===== src/utf8_lenient_decoder_macros.svh =====
// Assertion helpers shared by the decoder modules.
`ifndef UTF8_LENIENT_DECODER_MACROS_SVH
`define UTF8_LENIENT_DECODER_MACROS_SVH

// Same-cycle implication, disabled while reset is asserted.
`define UTF8LD_ASSERT_NOW(lbl, clk, rst_n, ante, cons) \
    lbl: assert property (@(posedge clk) disable iff (!rst_n) (ante) |-> (cons)) \
        else $error("assertion failed");

// Next-cycle implication, disabled while reset is asserted.
`define UTF8LD_ASSERT_NEXT(lbl, clk, rst_n, ante, cons) \
    lbl: assert property (@(posedge clk) disable iff (!rst_n) (ante) |=> (cons)) \
        else $error("assertion failed");

`endif


===== src/utf8ld_pkg.sv =====
`default_nettype none

package utf8ld_pkg;

    localparam int unsigned CP_W        = 21;
    localparam int unsigned MAX_RESULTS = 3;

    localparam logic [CP_W-1:0] FALLBACK_CP = 21'd63;

    typedef struct packed {
        logic [7:0] data_byte;
        logic       text_last;
    } in_item_t;

    typedef struct packed {
        logic [CP_W-1:0] code_point;
        logic            substituted;
        logic            run_last;
        logic            text_end;
    } out_item_t;

    // Results produced by one byte; items[0] is delivered first.
    typedef struct packed {
        logic [1:0]                       count;
        out_item_t [MAX_RESULTS-1:0]      items;
    } dec_res_t;

endpackage

`default_nettype wire


===== src/utf8ld_decode.sv =====
`default_nettype none

`include "utf8_lenient_decoder_macros.svh"

module utf8ld_decode (
    input  wire logic                 aclk,
    input  wire logic                 aresetn,
    input  wire logic                 en,
    input  wire utf8ld_pkg::in_item_t item,
    output utf8ld_pkg::dec_res_t      res
);
    import utf8ld_pkg::*;

    logic [7:0] held_reg [0:2];
    logic [1:0] held_count_reg, held_count_next;
    logic [1:0] need_reg, need_next;
    logic       held_wr;

    function automatic logic [1:0] lead_need(input logic [7:0] b);
        logic [1:0] k;
        k = 2'd0;
        if ((b & 8'hE0) == 8'hC0) begin
            k = 2'd1;
        end else if ((b & 8'hF0) == 8'hE0) begin
            k = 2'd2;
        end else if ((b & 8'hF8) == 8'hF0) begin
            k = 2'd3;
        end
        return k;
    endfunction

    // Builds a code point from a lead, up to two middle bytes and the final byte.
    function automatic logic [CP_W-1:0] assemble(input logic [1:0] k, input logic [7:0] lead,
                                                 input logic [7:0] h1, input logic [7:0] h2,
                                                 input logic [7:0] b);
        logic [CP_W-1:0] cp;
        case (k)
            2'd2:    cp = {5'd0, lead[3:0], h1[5:0], b[5:0]};
            2'd3:    cp = {lead[2:0], h1[5:0], h2[5:0], b[5:0]};
            default: cp = {10'd0, lead[4:0], b[5:0]};
        endcase
        return cp;
    endfunction

    function automatic out_item_t mk(input logic [CP_W-1:0] cp, input logic sub);
        out_item_t r;
        r.code_point  = cp;
        r.substituted = sub;
        r.run_last    = 1'b0;
        r.text_end    = 1'b0;
        return r;
    endfunction

    // A lone byte at the very end of the text.
    function automatic out_item_t single(input logic [7:0] b);
        out_item_t r;
        if (b < 8'h80) begin
            r = mk({13'd0, b}, 1'b0);
        end else begin
            r = mk(FALLBACK_CP, 1'b1);
        end
        return r;
    endfunction

    always_comb begin
        logic [7:0] b;
        logic [7:0] t0;
        b               = item.data_byte;
        t0              = held_reg[1];
        res             = '0;
        held_count_next = held_count_reg;
        need_next       = need_reg;
        held_wr         = 1'b0;

        if (item.text_last) begin
            held_count_next = 2'd0;
            need_next       = 2'd0;
            if (held_count_reg == 2'd0) begin
                res.items[0] = single(b);
                res.count    = 2'd1;
            end else if (held_count_reg >= need_reg) begin
                res.items[0] = mk(assemble(need_reg, held_reg[0], held_reg[1], held_reg[2], b),
                                  1'b0);
                res.count    = 2'd1;
            end else begin
                // Truncated sequence: the lead falls back and the rest is decoded again.
                res.items[0] = mk(FALLBACK_CP, 1'b1);
                if (held_count_reg == 2'd1) begin
                    res.items[1] = single(b);
                    res.count    = 2'd2;
                end else if (t0 < 8'h80) begin
                    res.items[1] = mk({13'd0, t0}, 1'b0);
                    res.items[2] = single(b);
                    res.count    = 2'd3;
                end else if (lead_need(t0) == 2'd1) begin
                    res.items[1] = mk(assemble(2'd1, t0, 8'd0, 8'd0, b), 1'b0);
                    res.count    = 2'd2;
                end else begin
                    res.items[1] = mk(FALLBACK_CP, 1'b1);
                    res.items[2] = single(b);
                    res.count    = 2'd3;
                end
            end
        end else if (held_count_reg == 2'd0) begin
            if (b < 8'h80) begin
                res.items[0] = mk({13'd0, b}, 1'b0);
                res.count    = 2'd1;
            end else if (lead_need(b) != 2'd0) begin
                held_wr         = 1'b1;
                held_count_next = 2'd1;
                need_next       = lead_need(b);
            end else begin
                res.items[0] = mk(FALLBACK_CP, 1'b1);
                res.count    = 2'd1;
            end
        end else if (held_count_reg >= need_reg) begin
            res.items[0]    = mk(assemble(need_reg, held_reg[0], held_reg[1], held_reg[2], b),
                                 1'b0);
            res.count       = 2'd1;
            held_count_next = 2'd0;
            need_next       = 2'd0;
        end else begin
            held_wr         = 1'b1;
            held_count_next = held_count_reg + 2'd1;
        end

        if (res.count != 2'd0) begin
            res.items[res.count - 2'd1].run_last = 1'b1;
            res.items[res.count - 2'd1].text_end = item.text_last;
        end
    end

    always_ff @(posedge aclk) begin
        if (!aresetn) begin
            held_count_reg <= 2'd0;
            need_reg       <= 2'd0;
        end else if (en) begin
            held_count_reg <= held_count_next;
            need_reg       <= need_next;
        end
    end

    always_ff @(posedge aclk) begin
        if (en && held_wr) begin
            held_reg[held_count_reg] <= item.data_byte;
        end
    end

    `UTF8LD_ASSERT_NOW(a_count_le_need, aclk, aresetn, 1'b1, held_count_reg <= need_reg)
    `UTF8LD_ASSERT_NOW(a_idle_pair, aclk, aresetn, 1'b1,
                       (held_count_reg == 2'd0) == (need_reg == 2'd0))
    `UTF8LD_ASSERT_NEXT(a_last_clears, aclk, aresetn, en && item.text_last,
                        held_count_reg == 2'd0)

endmodule

`default_nettype wire


===== src/utf8ld_out_buf.sv =====
`default_nettype none

`include "utf8_lenient_decoder_macros.svh"

module utf8ld_out_buf (
    input  wire logic                 aclk,
    input  wire logic                 aresetn,
    input  wire logic                 load,
    input  wire utf8ld_pkg::dec_res_t res,
    output logic                      load_ok,
    output logic                      m_valid,
    input  wire logic                 m_ready,
    output utf8ld_pkg::out_item_t     m_item
);
    import utf8ld_pkg::*;

    out_item_t  slot_reg [0:MAX_RESULTS-1];
    logic [1:0] rem_reg, rem_next;
    logic       m_xfer;

    assign m_valid = (rem_reg != 2'd0);
    assign m_item  = slot_reg[0];
    assign m_xfer  = m_valid && m_ready;
    assign load_ok = (rem_reg == 2'd0) || ((rem_reg == 2'd1) && m_ready);

    always_comb begin
        rem_next = rem_reg;
        if (load) begin
            rem_next = res.count;
        end else if (m_xfer) begin
            rem_next = rem_reg - 2'd1;
        end
    end

    always_ff @(posedge aclk) begin
        if (!aresetn) begin
            rem_reg <= 2'd0;
        end else begin
            rem_reg <= rem_next;
        end
    end

    always_ff @(posedge aclk) begin
        if (load) begin
            slot_reg[0] <= res.items[0];
            slot_reg[1] <= res.items[1];
            slot_reg[2] <= res.items[2];
        end else if (m_xfer) begin
            slot_reg[0] <= slot_reg[1];
            slot_reg[1] <= slot_reg[2];
        end
    end

    `UTF8LD_ASSERT_NEXT(a_load_shows, aclk, aresetn, load && (res.count != 2'd0), m_valid)
    `UTF8LD_ASSERT_NOW(a_run_last_pos, aclk, aresetn, m_valid,
                       m_item.run_last == (rem_reg == 2'd1))

endmodule

`default_nettype wire


===== src/utf8_lenient_decoder.sv =====
// A byte first waits in the input register and is then loaded into the output buffer,
// which offers its first result; the load waits until the buffer can take it.
// Throughput: one byte per cycle while the buffer is free; a byte that ends the text
// inside a sequence can give up to three results; new bytes wait while these drain.
// Reset: aresetn is synchronous and active low; it empties both stages and drops any
// partly collected sequence. The held byte store itself is not cleared.
`default_nettype none

module utf8_lenient_decoder (
    input  wire logic                  aclk,
    input  wire logic                  aresetn,
    input  wire logic                  s_valid,
    output logic                       s_ready,
    input  wire utf8ld_pkg::in_item_t  s_item,
    output logic                       m_valid,
    input  wire logic                  m_ready,
    output utf8ld_pkg::out_item_t      m_item
);
    import utf8ld_pkg::*;

    // Input register: one accepted byte waits here until the output buffer can take
    // everything that it produces.
    logic     in_valid_reg, in_valid_next;
    in_item_t in_item_reg;

    logic     load_ok;
    logic     advance;
    logic     s_xfer;
    dec_res_t dec_res;

    // A byte moves on when the output buffer is empty, or is about to hand over its
    // last result in this cycle. The input register is then free for the next transfer.
    assign advance = in_valid_reg && load_ok;
    assign s_ready = !in_valid_reg || load_ok;
    assign s_xfer  = s_valid && s_ready;

    always_comb begin
        in_valid_next = in_valid_reg;
        if (s_xfer) begin
            in_valid_next = 1'b1;
        end else if (advance) begin
            in_valid_next = 1'b0;
        end
    end

    always_ff @(posedge aclk) begin
        if (!aresetn) begin
            in_valid_reg <= 1'b0;
        end else begin
            in_valid_reg <= in_valid_next;
        end
    end

    always_ff @(posedge aclk) begin
        if (s_xfer) begin
            in_item_reg <= s_item;
        end
    end

    // The decoder holds the partial sequence and works out the results of the byte in
    // the input register; its state only moves when the byte moves on.
    utf8ld_decode u_decode (
        .aclk    (aclk),
        .aresetn (aresetn),
        .en      (advance),
        .item    (in_item_reg),
        .res     (dec_res)
    );

    // The output buffer keeps up to three results and offers them one transfer at a time.
    utf8ld_out_buf u_out_buf (
        .aclk    (aclk),
        .aresetn (aresetn),
        .load    (advance),
        .res     (dec_res),
        .load_ok (load_ok),
        .m_valid (m_valid),
        .m_ready (m_ready),
        .m_item  (m_item)
    );

endmodule

`default_nettype wire


===== config.mk =====
export PLATFORM = sky130hd
export DESIGN_NAME = utf8_lenient_decoder
export DESIGN_NICKNAME = d
export VERILOG_FILES = /design/src/utf8ld_pkg.sv /design/src/utf8ld_decode.sv /design/src/utf8ld_out_buf.sv /design/src/utf8_lenient_decoder.sv
export VERILOG_INCLUDE_DIRS = /design/src /design/src/src
export SDC_FILE = /design/constraint.sdc
export NUM_CORES = 1
export LEC_CHECK = 0
export ABC_AREA = 1
export BUFFER_PORTS_ARGS = -buffer_cell sky130_fd_sc_hd__buf_2
export CORE_MARGIN = 2
export CORE_UTILIZATION = 56
export CTS_CLUSTER_DIAMETER = 60
export CTS_CLUSTER_SIZE = 20
export DETAILED_ROUTE_END_ITERATION = 6
export GPL_TIMING_DRIVEN = 0
export PLACE_DENSITY = 0.81
export SLEW_MARGIN = 30
export SYNTH_ARGS = -nofsm -noshare
export SYNTH_HDL_FRONTEND = slang
export SYNTH_HIERARCHICAL = 1
export SYNTH_SLANG_ARGS = --single-unit

===== constraint.sdc =====
create_clock -name aclk -period 3.8 [get_ports aclk]
set_input_delay 0.19 -clock aclk [delete_from_list [all_inputs] [get_ports aclk]]
set_output_delay 0.19 -clock aclk [all_outputs]
set_load 0.1 [all_outputs]

==> results.sh <==
export IMPL_netlist_area_um2=5570
export IMPL_whs_ns=0.0881
export IMPL_fin_ws_ns=1.28
export IMPL_worst_ep_arrival_time_ns=2.53
export IMPL_grt_pass1_wl_um=17000
export IMPL_avgSynthCellArea_um2=10.2
export IMPL_clockBufferDepth=2
export IMPL_cts_hold_repair_buffers=9
export IMPL_power_density_nw_per_um2=615
export IMPL_crit_chain="inv_1 -> ha_1 -> inv_2 -> nand2_1 -> nand2_1 -> inv_2 -> nand2_1 -> nor2_1"
export IMPL_grt_remaining_overflow=0
export IMPL_num_vias=3827
export IMPL_core_area_um2=9730
export IMPL_layout_common_cells="100 x edfxtp_1, 88 x inv_1, 74 x nand2_1"
export IMPL_max_freq_mhz=397
export IMPL_area_growth_syn_to_layout_pct=12.7
export IMPL_grt_util_met3_pct=3.34
export IMPL_rsz0062_at_grt="false"
export IMPL_cpMaxStageDelayCell="nor2_1"
export IMPL_cts_buffers=9
export IMPL_cp_common_cell="nand2_1"
export IMPL_finClkSkew_ns=0.0126
export IMPL_ys_ff_latch=107
export IMPL_drive_above_1_share_pct=31.1
export IMPL_hold_viol_final=0
export IMPL_finalPower_mw=3.86
export IMPL_root_buffer="clkbuf_8"
export IMPL_fp_dieArea_um2=10800
export IMPL_insertion_delay_ns=0.37
export IMPL_outcome="finished clean"
export IMPL_max_stage_delay_ns=0.60
export IMPL_final_nets=645
export IMPL_use_met2_pct=34.6
export IMPL_drt_iter0_markers=341
export IMPL_hold_path_class="input port to flop"
export IMPL_final_common_cell="edfxtp_1"
export IMPL_max_slew_margin_pct=45.1
export IMPL_antenna_found_initial=0
export IMPL_cts_sinks=107
export IMPL_critPathMaxFanout=34
export IMPL_start_util_pct=57.3
export IMPL_ant_nets=0
export IMPL_ios=39
export IMPL_ir_worst_vdd_mv=0.595
export IMPL_start_kind="flop"
export IMPL_crit_required_ns=3.81
export IMPL_num_rows=36
export IMPL_path_clk_slew_ns=0.10
export IMPL_seq_area_frac_synth_pct=56.4
export IMPL_pre_cts_ws_ns=1.32
export IMPL_die_h_um=104
export IMPL_grt_total_usage_pct=20.4
export IMPL_ys_warn_count=6
export IMPL_crit_type="flop to flop"
export IMPL_maxSlewViolCount=0
export IMPL_cts_resized=0
export IMPL_met1_usage_pct=25.1
export IMPL_wl_per_cell_um=13.8
export IMPL_setup_tns_ns=0
export IMPL_p_leak_nw=2.78
export IMPL_cap_violations=0
export IMPL_grt_max_degree=52
export IMPL_end_kind="flop"
export IMPL_ys_types=36
export IMPL_wl_um=10500
export IMPL_die_x_um=104
export IMPL_dp_cells=738
export IMPL_hpwlAfterDp_um=7690
export IMPL_cts_tree="done"
export IMPL_yosys_top_cells_area="edfxtp_1 54%, buf_4 6.6%, inv_1 6.0%"
export IMPL_finalCritPeriodShare_pct=66.3
export IMPL_min_period_ns=2.52
export IMPL_vias_per_cell=5.02
export IMPL_drtPass1Iterations=7
export IMPL_drcViolationCount=0
export IMPL_stdcell_count=763
export IMPL_grt_pass1_vias=3679
export IMPL_port_buffers=38
export IMPL_h_tree_depth=3
export IMPL_syn_inst=544
export IMPL_setup_viol=0
export IMPL_tightest_slew_ns=0.824
export IMPL_yosysTopAreaCell="edfxtp_1"
export IMPL_top_usage_layer="met2"
export IMPL_diodes=0
export IMPL_post_cts_buffers=0
export IMPL_place_gp_congestion=0.907
export IMPL_largest_register_ffs=72
export IMPL_yosysTopAreaCellShare_pct=53.9
==> logic make-up (layout without fill, tap and decap cells) <==
| group | Yosys count | after routing | share of synthesized area [%] |
|---|---|---|---|
| other | 1 | 24 | 0.0673 |
| and+or+nand+nor | 187 | 187 | 15.6 |
| AOI/OAI and AO/OA | 84 | 84 | 10.5 |
| buffers and inverters | 158 | 221 | 15.9 |
| DFF | 107 | 107 | 56.4 |
| adders and majority gates | 7 | 7 | 1.57 |
==> metal layers <==
layer  share of wire [%]  vias to the layer above
met5                   0                        -
met4                 3.4                        0
met3                 7.1                       29
met2                  49                      156
met1                  40                     1778
li1                    -                     1864
==> power by group <==
| group | switching (mW) | internal [mW] |
|---|---|---|
| combinational | 1.19 | 0.407 |
| sequential | 0.0716 | 1.58 |
| clock | 0.376 | 0.236 |
| total | 1.64 | 2.23 |
==> through the flow <==
| stage | util, % | instance area (um^2) |
|---|---|---|
| 2_1_floorplan | - | 5660 |
| 3_3_place_gp | 61.8 | 6010 |
| 3_5_place_dp | 61.9 | 6020 |
| 4_1_cts | 64.5 | 6280 |
| 5_1_grt | 64.5 | 6280 |
| 6_report | 64.5 | 6280 |
==> cells in the mapped netlist (all sizes together) <==
cell	instances
nand2	112
nor2	48
a21oi	7
o221ai	3
nand3b	1
conb	1
inv	93
nand4	2
o22ai	4
a31oi	1
clkinv	1
nor3	6
a211oi	2
o31ai	2
o211ai	4
edfxtp	100
o21ai	59
or2	2
a221oi	2
nand3	16
buf	64
ha	7
dfxtp	7
==> worst paths after layout <==
check             slack, ns                      end  cells after the start                  from
hold reg to reg        0.48  u_decode/held_reg[1][7]                      0        in_item_reg[8]
setup reg to reg       1.28  u_decode/held_reg[1][2]                      8  u_out_buf/rem_reg[0]
hold / removal         0.09             in_valid_reg                      3               s_valid
setup / recovery       1.28  u_decode/held_reg[1][2]                      8  u_out_buf/rem_reg[0]
==> critical path: cells and delay by family (launching register included) <==
family        cells  cell delay, ns
flops             1            0.36
simple gates      4            0.99
fa+ha+maj         1            0.16
buf+inv           3            0.62
==> area by class of cell <==
cell class | instances | area [um^2]
fillers | 787 | 3450
flip-flops and latches | 107 | 3140
multi-input cells | 302 | 1640
plain buffers | 64 | 531
inverters | 94 | 353
repair buffers | 47 | 280
well taps | 133 | 166
clock buffers | 9 | 124
clock inverters | 7 | 43.8
(Power assumes the default switching activity.)
